`src/rtl/pirl_pkg.sv`:
```
// Package with the command codes, field widths and shared types of the positional list.
package pirl_pkg;

    // Field widths fixed by the word format.
    localparam int CMD_W  = 2;
    localparam int POS_W  = 5;
    localparam int DATA_W = 32;
    localparam int CNT_W  = 5;
    localparam int CAP_W  = 5;

    // Command codes.
    localparam logic [CMD_W-1:0] CMD_INSERT = 2'd0;
    localparam logic [CMD_W-1:0] CMD_REMOVE = 2'd1;
    localparam logic [CMD_W-1:0] CMD_READ   = 2'd2;

    // Configuration register indexes and reset values.
    localparam int              REG_CAPACITY   = 0;
    localparam logic [CAP_W-1:0] CAPACITY_RESET = 5'd16;

    // APB port geometry.
    localparam int PADDR_W = 3;
    localparam int PDATA_W = 32;

    // Command from the controller to the datapath.
    typedef struct packed {
        logic execute;
    } pirl_cmd_t;

endpackage

```
`src/rtl/pirl_req_if.sv`:
```
// Request channel interface: command, position and value words.
interface pirl_req_if
    import pirl_pkg::*;
();
    logic                     valid;
    logic                     ready;
    logic [CMD_W-1:0]         command;
    logic [POS_W-1:0]         position;
    logic signed [DATA_W-1:0] value;

    modport source (output valid, output command, output position, output value,
                    input ready);
    modport sink   (input valid, input command, input position, input value,
                    output ready);
endinterface

```
`src/rtl/pirl_rsp_if.sv`:
```
// Response channel interface: status, read data and list length words.
interface pirl_rsp_if
    import pirl_pkg::*;
();
    logic                     valid;
    logic                     ready;
    logic                     ok;
    logic signed [DATA_W-1:0] read_value;
    logic [CNT_W-1:0]         length;

    modport source (output valid, output ok, output read_value, output length,
                    input ready);
    modport sink   (input valid, input ok, input read_value, input length,
                    output ready);
endinterface

```
`src/rtl/positional_insert_remove_list_top.sv`:
```
// Top level of the positional insert/remove list.
//
//   channel   direction  words / handshake
//   req_ch    sink       command, position, value; valid/ready
//   rsp_ch    source     ok, read_value, length; valid/ready
//   APB       slave      capacity register at byte address 0
//
// Every command's word sits in the result register the next cycle after it is taken,
// and a new command is taken each cycle while that register drains.
// All cells shift in parallel, so throughput is one word per cycle while responses are taken.
// Reset empties the list and sets capacity to 16; cell contents are not cleared.
// A stalled response holds its word and stops new commands only while it is held.
module positional_insert_remove_list_top
    import pirl_pkg::*;
#(
    parameter int MAX_ENTRIES = 16
)
(
    input  logic               clk,
    input  logic               rst_n,
    pirl_req_if.sink           req_ch,
    pirl_rsp_if.source         rsp_ch,
    input  logic               psel,
    input  logic               penable,
    input  logic               pwrite,
    input  logic [PADDR_W-1:0] paddr,
    input  logic [PDATA_W-1:0] pwdata,
    output logic [PDATA_W-1:0] prdata,
    output logic               pready
);

    logic [CAP_W-1:0] capacity;
    pirl_cmd_t        cmd;

    // Configuration registers.
    pirl_cfg u_cfg (
        .clk      (clk),
        .rst_n    (rst_n),
        .psel     (psel),
        .penable  (penable),
        .pwrite   (pwrite),
        .paddr    (paddr),
        .pwdata   (pwdata),
        .prdata   (prdata),
        .pready   (pready),
        .capacity (capacity)
    );

    // Handshake control.
    pirl_ctrl u_ctrl (
        .clk       (clk),
        .rst_n     (rst_n),
        .req_valid (req_ch.valid),
        .req_ready (req_ch.ready),
        .rsp_valid (rsp_ch.valid),
        .rsp_ready (rsp_ch.ready),
        .cmd       (cmd)
    );

    // List storage and result.
    pirl_dp #(
        .MAX_ENTRIES (MAX_ENTRIES)
    ) u_dp (
        .clk        (clk),
        .rst_n      (rst_n),
        .cmd        (cmd),
        .capacity   (capacity),
        .command    (req_ch.command),
        .position   (req_ch.position),
        .value      (req_ch.value),
        .ok         (rsp_ch.ok),
        .read_value (rsp_ch.read_value),
        .length     (rsp_ch.length)
    );

endmodule

```
`src/rtl/pirl_cfg.sv`:
```
// APB register block holding the capacity register.
module pirl_cfg
    import pirl_pkg::*;
(
    input  logic               clk,
    input  logic               rst_n,
    input  logic               psel,
    input  logic               penable,
    input  logic               pwrite,
    input  logic [PADDR_W-1:0] paddr,
    input  logic [PDATA_W-1:0] pwdata,
    output logic [PDATA_W-1:0] prdata,
    output logic               pready,
    output logic [CAP_W-1:0]   capacity
);

    logic [CAP_W-1:0] capacity_reg;
    logic             sel_capacity;

    // Register index is the word address.
    assign sel_capacity = (paddr[PADDR_W-1:2] == 1'(REG_CAPACITY));
    assign pready       = 1'b1;

    // Capacity register write.
    always_ff @(posedge clk or negedge rst_n)
    begin
        if (!rst_n)
        begin
            capacity_reg <= CAPACITY_RESET;
        end
        else if (psel && penable && pwrite && sel_capacity)
        begin
            capacity_reg <= pwdata[CAP_W-1:0];
        end
    end

    // Read back.
    assign prdata   = sel_capacity ? {{(PDATA_W-CAP_W){1'b0}}, capacity_reg} : '0;
    assign capacity = capacity_reg;

endmodule

```
`src/rtl/pirl_ctrl.sv`:
```
// Controller that tracks the output register and issues execute commands.
module pirl_ctrl
    import pirl_pkg::*;
(
    input  logic      clk,
    input  logic      rst_n,
    input  logic      req_valid,
    output logic      req_ready,
    output logic      rsp_valid,
    input  logic      rsp_ready,
    output pirl_cmd_t cmd
);

    localparam logic ST_EMPTY = 1'b0;
    localparam logic ST_FULL  = 1'b1;

    logic state_reg;
    logic state_next;
    logic execute;

    // A new word is taken whenever the result slot is free or being drained.
    assign req_ready   = (state_reg == ST_EMPTY) || rsp_ready;
    assign execute     = req_valid && req_ready;
    assign cmd.execute = execute;
    assign rsp_valid   = (state_reg == ST_FULL);

    // Next state of the result slot.
    always_comb
    begin
        state_next = state_reg;
        unique case (state_reg)
            ST_EMPTY:
            begin
                if (execute)
                begin
                    state_next = ST_FULL;
                end
            end
            ST_FULL:
            begin
                if (!execute && rsp_ready)
                begin
                    state_next = ST_EMPTY;
                end
            end
            default:
            begin
                state_next = ST_EMPTY;
            end
        endcase
    end

    always_ff @(posedge clk or negedge rst_n)
    begin
        if (!rst_n)
        begin
            state_reg <= ST_EMPTY;
        end
        else
        begin
            state_reg <= state_next;
        end
    end

endmodule

```
`src/rtl/pirl_dp.sv`:
```
// Datapath with the shifting entry cells, the length counter and the result register.
module pirl_dp
    import pirl_pkg::*;
#(
    parameter int MAX_ENTRIES = 16
)
(
    input  logic                     clk,
    input  logic                     rst_n,
    input  pirl_cmd_t                cmd,
    input  logic [CAP_W-1:0]         capacity,
    input  logic [CMD_W-1:0]         command,
    input  logic [POS_W-1:0]         position,
    input  logic signed [DATA_W-1:0] value,
    output logic                     ok,
    output logic signed [DATA_W-1:0] read_value,
    output logic [CNT_W-1:0]         length
);

    localparam int IDX_W = $clog2(MAX_ENTRIES);

    logic [DATA_W-1:0]         cell_reg [MAX_ENTRIES];
    logic [CNT_W-1:0]          count_reg;
    logic [CNT_W-1:0]          count_next;
    logic [CNT_W-1:0]          eff_cap;
    logic                      ins_ok;
    logic                      rem_ok;
    logic                      rd_ok;
    logic [IDX_W-1:0]          rd_idx;
    logic [DATA_W-1:0]         rd_data;
    logic                      ok_reg;
    logic signed [DATA_W-1:0]  read_value_reg;
    logic [CNT_W-1:0]          length_reg;

    // A capacity above the cell count acts as the cell count.
    assign eff_cap = (int'(capacity) > MAX_ENTRIES) ? CNT_W'(MAX_ENTRIES) : capacity;

    // Bounds checks for each command.
    assign ins_ok = (command == CMD_INSERT) && (count_reg < eff_cap)
                    && (position <= count_reg);
    assign rem_ok = (command == CMD_REMOVE) && (position < count_reg);
    assign rd_ok  = (command == CMD_READ) && (position < count_reg);

    // Length after the command.
    always_comb
    begin
        count_next = count_reg;
        if (ins_ok)
        begin
            count_next = count_reg + 1'b1;
        end
        else if (rem_ok)
        begin
            count_next = count_reg - 1'b1;
        end
    end

    always_ff @(posedge clk or negedge rst_n)
    begin
        if (!rst_n)
        begin
            count_reg <= '0;
        end
        else if (cmd.execute)
        begin
            count_reg <= count_next;
        end
    end

    // Entry cells: the cells from the position to the end of the list move together.
    for (genvar k = 0; k < MAX_ENTRIES; k++)
    begin : g_cell
        logic [DATA_W-1:0] up_data;
        logic [DATA_W-1:0] down_data;
        logic              at_pos;
        logic              above_pos;
        logic              shift_up;
        logic              shift_down;

        if (k > 0)
        begin : g_up
            assign up_data = cell_reg[k-1];
        end
        else
        begin : g_up0
            assign up_data = value;
        end

        if (k < MAX_ENTRIES - 1)
        begin : g_down
            assign down_data = cell_reg[k+1];
        end
        else
        begin : g_down_last
            assign down_data = cell_reg[k];
        end

        assign at_pos     = (k == int'(position));
        assign above_pos  = (k > int'(position));
        assign shift_up   = ins_ok && above_pos && (k <= int'(count_reg));
        assign shift_down = rem_ok && (at_pos || above_pos) && (k + 1 < int'(count_reg));

        always_ff @(posedge clk)
        begin
            if (cmd.execute)
            begin
                if (ins_ok && at_pos)
                begin
                    cell_reg[k] <= value;
                end
                else if (shift_up)
                begin
                    cell_reg[k] <= up_data;
                end
                else if (shift_down)
                begin
                    cell_reg[k] <= down_data;
                end
            end
        end
    end

    // Read port; only a checked position is ever selected.
    assign rd_idx  = IDX_W'(position);
    assign rd_data = rd_ok ? cell_reg[rd_idx] : '0;

    // Result register.
    always_ff @(posedge clk)
    begin
        if (cmd.execute)
        begin
            ok_reg         <= ins_ok || rem_ok || rd_ok;
            read_value_reg <= rd_data;
            length_reg     <= count_next;
        end
    end

    assign ok         = ok_reg;
    assign read_value = read_value_reg;
    assign length     = length_reg;

endmodule
```
`src/flat_wrapper.sv`:
```
// flat-port wrapper written by rule: the top's interface ports become plain ports
module positional_insert_remove_list_top_flat import pirl_pkg::*;
#(
    parameter int MAX_ENTRIES = 16
)
  (clk, rst_n, psel, penable, pwrite, paddr, pwdata, prdata, pready, req_ch_valid, req_ch_command, req_ch_position, req_ch_value, req_ch_ready, rsp_ch_valid, rsp_ch_ok, rsp_ch_read_value, rsp_ch_length, rsp_ch_ready);
  pirl_req_if req_ch_i ();
  pirl_rsp_if rsp_ch_i ();
  input  logic clk;
  input  logic rst_n;
  input  logic psel;
  input  logic penable;
  input  logic pwrite;
  input  logic [PADDR_W-1:0] paddr;
  input  logic [PDATA_W-1:0] pwdata;
  output logic [PDATA_W-1:0] prdata;
  output logic pready;
  input wire logic [$bits(req_ch_i.valid)-1:0] req_ch_valid;
  input wire logic [$bits(req_ch_i.command)-1:0] req_ch_command;
  input wire logic [$bits(req_ch_i.position)-1:0] req_ch_position;
  input wire logic [$bits(req_ch_i.value)-1:0] req_ch_value;
  output wire logic [$bits(req_ch_i.ready)-1:0] req_ch_ready;
  output wire logic [$bits(rsp_ch_i.valid)-1:0] rsp_ch_valid;
  output wire logic [$bits(rsp_ch_i.ok)-1:0] rsp_ch_ok;
  output wire logic [$bits(rsp_ch_i.read_value)-1:0] rsp_ch_read_value;
  output wire logic [$bits(rsp_ch_i.length)-1:0] rsp_ch_length;
  input wire logic [$bits(rsp_ch_i.ready)-1:0] rsp_ch_ready;
  assign req_ch_i.valid = req_ch_valid;
  assign req_ch_i.command = req_ch_command;
  assign req_ch_i.position = req_ch_position;
  assign req_ch_i.value = req_ch_value;
  assign req_ch_ready = req_ch_i.ready;
  assign rsp_ch_valid = rsp_ch_i.valid;
  assign rsp_ch_ok = rsp_ch_i.ok;
  assign rsp_ch_read_value = rsp_ch_i.read_value;
  assign rsp_ch_length = rsp_ch_i.length;
  assign rsp_ch_i.ready = rsp_ch_ready;
  positional_insert_remove_list_top #(.MAX_ENTRIES(MAX_ENTRIES)) u_core (.clk(clk), .rst_n(rst_n), .req_ch(req_ch_i), .rsp_ch(rsp_ch_i), .psel(psel), .penable(penable), .pwrite(pwrite), .paddr(paddr), .pwdata(pwdata), .prdata(prdata), .pready(pready));
endmodule
```
`config.mk`:
```
export PLATFORM = sky130hd
export DESIGN_NAME = positional_insert_remove_list_top_flat
export DESIGN_NICKNAME = d
export VERILOG_FILES = /design/src/rtl/pirl_pkg.sv /design/src/rtl/pirl_req_if.sv /design/src/rtl/pirl_rsp_if.sv /design/src/rtl/positional_insert_remove_list_top.sv /design/src/rtl/pirl_cfg.sv /design/src/rtl/pirl_ctrl.sv /design/src/rtl/pirl_dp.sv /design/src/flat_wrapper.sv
export SDC_FILE = /design/constraint.sdc
export NUM_CORES = 1
export LEC_CHECK = 0
export BUFFER_PORTS_ARGS = -buffer_cell sky130_fd_sc_hd__buf_4
export CAP_MARGIN = 20
export CORE_UTILIZATION = 25
export CTS_CLUSTER_DIAMETER = 150
export DETAILED_ROUTE_END_ITERATION = 16
export GPL_TIMING_DRIVEN = 0
export HOLD_SLACK_MARGIN = 0.08
export SETUP_SLACK_MARGIN = 0.1
export SLEW_MARGIN = 20
export SYNTH_ARGS = -nofsm -noshare
export SYNTH_HDL_FRONTEND = slang
export SYNTH_SLANG_ARGS = --single-unit
```
`constraint.sdc`:
```
create_clock -name clk -period 16.6 [get_ports clk]
set_clock_uncertainty 0.15 [all_clocks]
set_input_delay 1.66 -clock clk [delete_from_list [all_inputs] [get_ports clk]]
set_output_delay 1.66 -clock clk [all_outputs]
set_load 0.01 [all_outputs]
```
==> metrics.txt <==
# TYPE chip_impl_metric gauge
chip_impl_metric{name="num_rows",unit=""} 138
chip_impl_metric{name="power.leakage",unit="nW"} 12.08
chip_impl_info{name="criticalPathCategory",value="primary input to flop"} 1
chip_impl_metric{name="synth-seq-cells",unit=""} 561
chip_impl_metric{name="cts_sinks",unit=""} 561
chip_impl_metric{name="wirelength",unit="mm"} 168.8
chip_impl_metric{name="yosysUniqueCellTypes",unit=""} 67
chip_impl_metric{name="htree_num_levels",unit=""} 3
chip_impl_metric{name="detailedRoute.firstIterationViolations",unit=""} 5143
chip_impl_metric{name="tns",unit="ns"} 0
chip_impl_metric{name="finalSetupViolations",unit=""} 0
chip_impl_metric{name="insertion_delay",unit="ns"} 0.66
chip_impl_info{name="synth_area_leader_cell",value="edfxtp_1"} 1
chip_impl_metric{name="pin_count",unit=""} 154
chip_impl_metric{name="cts.repair.resized",unit=""} 0
chip_impl_metric{name="synth_simple_gate_area_share",unit="%"} 14.90
chip_impl_info{name="worst_hold_path_type",value="flop to flop"} 1
chip_impl_metric{name="placeableCoreArea",unit="mm^2"} 0.1421
chip_impl_metric{name="ys_async_sr_fraction",unit="%"} 1.961
chip_impl_metric{name="vias_in_the_first_global_route",unit=""} 31640
chip_impl_metric{name="synth_fa_ha_area_share",unit="%"} 0.4875
chip_impl_info{name="synthTopCellsByCount",value="edfxtp_1 (550), nand4_1 (405), o31ai_1 (403)"} 1
chip_impl_metric{name="worst-slew-pin-transition",unit="ns"} 1.323
chip_impl_metric{name="fin_crit_sh",unit="%"} 41.05
chip_impl_metric{name="layout.core_utilization",unit="%"} 29.59
chip_impl_metric{name="hold_viol",unit=""} 0
chip_impl_metric{name="floorplan.initialDensity",unit="%"} 25.29
chip_impl_metric{name="drive_above_1_share",unit="%"} 16.88
chip_impl_metric{name="largest_voltage_drop_on_the_vdd_net",unit="mV"} 0.08123
chip_impl_metric{name="cts.repair_timing.setup_buffer_count",unit=""} 0
chip_impl_metric{name="syn_area",unit="mm^2"} 0.03593
chip_impl_metric{name="chipWidth",unit="um"} 381.1
chip_impl_metric{name="drv_slew",unit=""} 0
chip_impl_metric{name="cts.clk_slew.worst_paths",unit="ns"} 0.06
chip_impl_info{name="cts.root.buffer_cell",value="clkbuf_16"} 1
chip_impl_metric{name="maxCapViolCount",unit=""} 0
chip_impl_metric{name="cts-buffers-inserted",unit=""} 70
chip_impl_metric{name="detailedPlace.worstSlack",unit="ns"} 9.105
chip_impl_metric{name="synth-edff-count",unit=""} 550
chip_impl_metric{name="fp.dieArea",unit="mm^2"} 0.1452
chip_impl_metric{name="synth_mux_area_share",unit="%"} 12.19
chip_impl_metric{name="aggregate_global_route_resource_usage",unit="%"} 22.38
chip_impl_metric{name="synth_top_area_share",unit="%"} 45.96
chip_impl_metric{name="hpwl",unit="mm"} 136.2
chip_impl_metric{name="avgRoutedWirePerCell",unit="um"} 30.71
chip_impl_metric{name="number_of_flip_flops_under_the_largest_register_name",unit=""} 512
chip_impl_info{name="worst_setup_path_end_kind",value="flop"} 1
chip_impl_metric{name="post_synth.cell_area_avg",unit="um^2"} 10.82
chip_impl_metric{name="syn_to_final_growth",unit="%"} 17.00
chip_impl_metric{name="timing.fmax",unit="MHz"} 146.7
chip_impl_info{name="setup.worst_path.start_class",value="primary input"} 1
chip_impl_metric{name="gr-total-overflow",unit=""} 0
chip_impl_metric{name="rrSetupSlack",unit="ns"} 9.85
chip_impl_metric{name="cellPowerDensity",unit="mW/mm^2"} 128.5
chip_impl_info{name="run_status",value="finished clean"} 1
chip_impl_metric{name="io_port_bufs",unit=""} 96
chip_impl_metric{name="drc_violations",unit=""} 0
chip_impl_metric{name="synthXorXnorAreaFrac",unit="%"} 0.1706
chip_impl_metric{name="route.antenna.remaining_nets",unit=""} 0
chip_impl_info{name="most_used_flip_flop_cell_after_synthesis",value="edfxtp_1"} 1
chip_impl_metric{name="layout.nets",unit=""} 3645
chip_impl_info{name="synth_area_leaders",value="edfxtp_1 (46%), mux4_2 (10%), o31ai_1 (8.4%)"} 1
chip_impl_metric{name="place_congestion",unit=""} 1.011
chip_impl_info{name="tritoncts",value="yes"} 1
chip_impl_metric{name="chipHeight",unit="um"} 381.1
chip_impl_metric{name="worst_ep_required_time",unit="ns"} 16.80
chip_impl_info{name="dominant_combinational_cell_family_by_area_after_synthesis",value="compound AO/OA/AOI/OAI gates"} 1
chip_impl_metric{name="cp_data_arrival_time",unit="ns"} 7.02
chip_impl_metric{name="routed_via_density",unit=""} 6.110
chip_impl_metric{name="synth-warning-count",unit=""} 0
chip_impl_info{name="setup_repair_after_global_routing_missed_its_margin",value="false"} 1
chip_impl_metric{name="vias",unit=""} 33580
chip_impl_metric{name="initial_antenna_violation_count",unit=""} 12
chip_impl_metric{name="maxSlewHeadroom",unit="%"} 11.83
chip_impl_metric{name="number_of_iterations_in_the_first_detailed_routing_pass",unit=""} 8
chip_impl_metric{name="grt_start_max_net_pins",unit=""} 34
chip_impl_info{name="count_leader_synth",value="edfxtp_1"} 1
chip_impl_metric{name="synth_compound_area_share",unit="%"} 19.37
chip_impl_metric{name="fin_crit",unit="ns"} 6.815
chip_impl_metric{name="layout_setup_ws",unit="ns"} 9.785
chip_impl_metric{name="cts-hold-fix-buffers",unit=""} 0
chip_impl_metric{name="syn_inst",unit=""} 3321
chip_impl_metric{name="grt_pass1_wl",unit="mm"} 235.4
chip_impl_metric{name="synth-seq-area-share",unit="%"} 46.73
chip_impl_metric{name="worst-path-max-fanout",unit=""} 10
chip_impl_metric{name="cts-root-to-sink-buffers",unit=""} 3
-- path summary, 6_finish.rpt --
kind,depth (start not counted),startpoint,to
max,15,req_ch_position[0],u_core.u_dp.cell_reg[11][13]$_DFFE_PP_
min,1,u_core.u_cfg.capacity[1]$_DFFE_PN0P_,u_core.u_cfg.capacity[1]$_DFFE_PN0P_
max reg2reg,15,u_core.u_dp.count_reg[1]$_DFFE_PN0P_,u_core.u_dp.cell_reg[11][13]$_DFFE_PP_
min reg2reg,1,u_core.u_cfg.capacity[1]$_DFFE_PN0P_,u_core.u_cfg.capacity[1]$_DFFE_PN0P_
max in group asynchronous,1,rst_n,u_core.u_cfg.capacity[4]$_DFFE_PN1P_
min in group asynchronous,1,rst_n,u_core.u_cfg.capacity[2]$_DFFE_PN0P_
-- worst max-delay path, stage by stage --
cell and delay (ns):
buf_4 0.11, buf_2 0.49, inv_1 0.20, ha_1 0.33, inv_1 0.03, or2_2 0.29, o21ai_0 0.32, clkbuf_2 0.61
clkbuf_1 0.76, nand4_1 0.70, o211ai_1 0.66, buf_4 0.27, buf_4 0.20, buf_4 0.19, buf_4 0.19
-- placed cells by master, fill, tap and decap left out, types with 69 or more instances in the layout --
| master | count |
|---|---|
| edfxtp_1 | 550 |
| nand4_1 | 405 |
| o31ai_1 | 401 |
| clkbuf_1 | 399 |
| buf_4 | 144 |
| mux2_2 | 69 |
| mux4_2 | 160 |
| clkbuf_16 | 73 |
| nor3_1 | 200 |
| a31oi_1 | 372 |
| nor2_1 | 224 |
-- layer usage --
layer | routed length, um | global-route usage [%] | part of all wire [%]
met1 | 63380 | 28.94 | 38
met2 | 74450 | 34.52 | 44
met3 | 21700 | 5.500 | 13
met4 | 9200 | 11.53 | 5.5
met5 | 24 | 0 | 0.014
-- kinds of logic (layout without fill, tap and decap cells) --
kind of cell / count (synthesis) / count (layout)
buffers and inverters: 531 / 786
AOI/OAI and AO/OA: 977 / 977
adders and majority gates: 14 / 14
other: 2 / 31
xor gates and xnor gates: 7 / 7
DFF: 561 / 561
muxes: 229 / 229
and+or+nand+nor: 1000 / 1000
-- stage by stage --
step / instance area, um^2 / instances / hold WS, ns / power [W]
6_report: 42040 / 5495 / 0.3882 / 0.005403
5_1_grt: 42040 / 5493 / 0.4202 / 0.005485
4_1_cts: 42020 / 5492 / 0.3885 / 0.005296
3_5_place_dp: 39760 / 5368 / 0.3747 / 0.003733
3_3_place_gp: 39120 / 5333 / 0.3781 / 0.003692
2_1_floorplan: 36030 / 3347 / 0.3358 / 0.002822
-- power by group --
group	switching (W)	total [W]	internal, W
Clock	0.000681	0.00159	0.000912
Combinational	0.00177	0.00215	0.000382
Sequential	0.0000412	0.00166	0.00162
Total	0.00249	0.00540	0.00291
-- layout make-up --
| cell class | count | area [um^2] |
|---|---|---|
| Buffer | 515 | 2155 |
| Timing Repair Buffer | 131 | 1184 |
| Clock buffer | 84 | 1868 |
| Antenna cell | 3 | 7.507 |
| Inverter | 16 | 62.56 |
| Tap cell | 1890 | 2365 |
| Fill cell | 14590 | 100100 |
| Sequential cell | 561 | 16790 |
| Clock inverter | 40 | 391.6 |
| Multi-Input combinational cell | 2255 | 17220 |
Power figures use the tool's default switching activity.
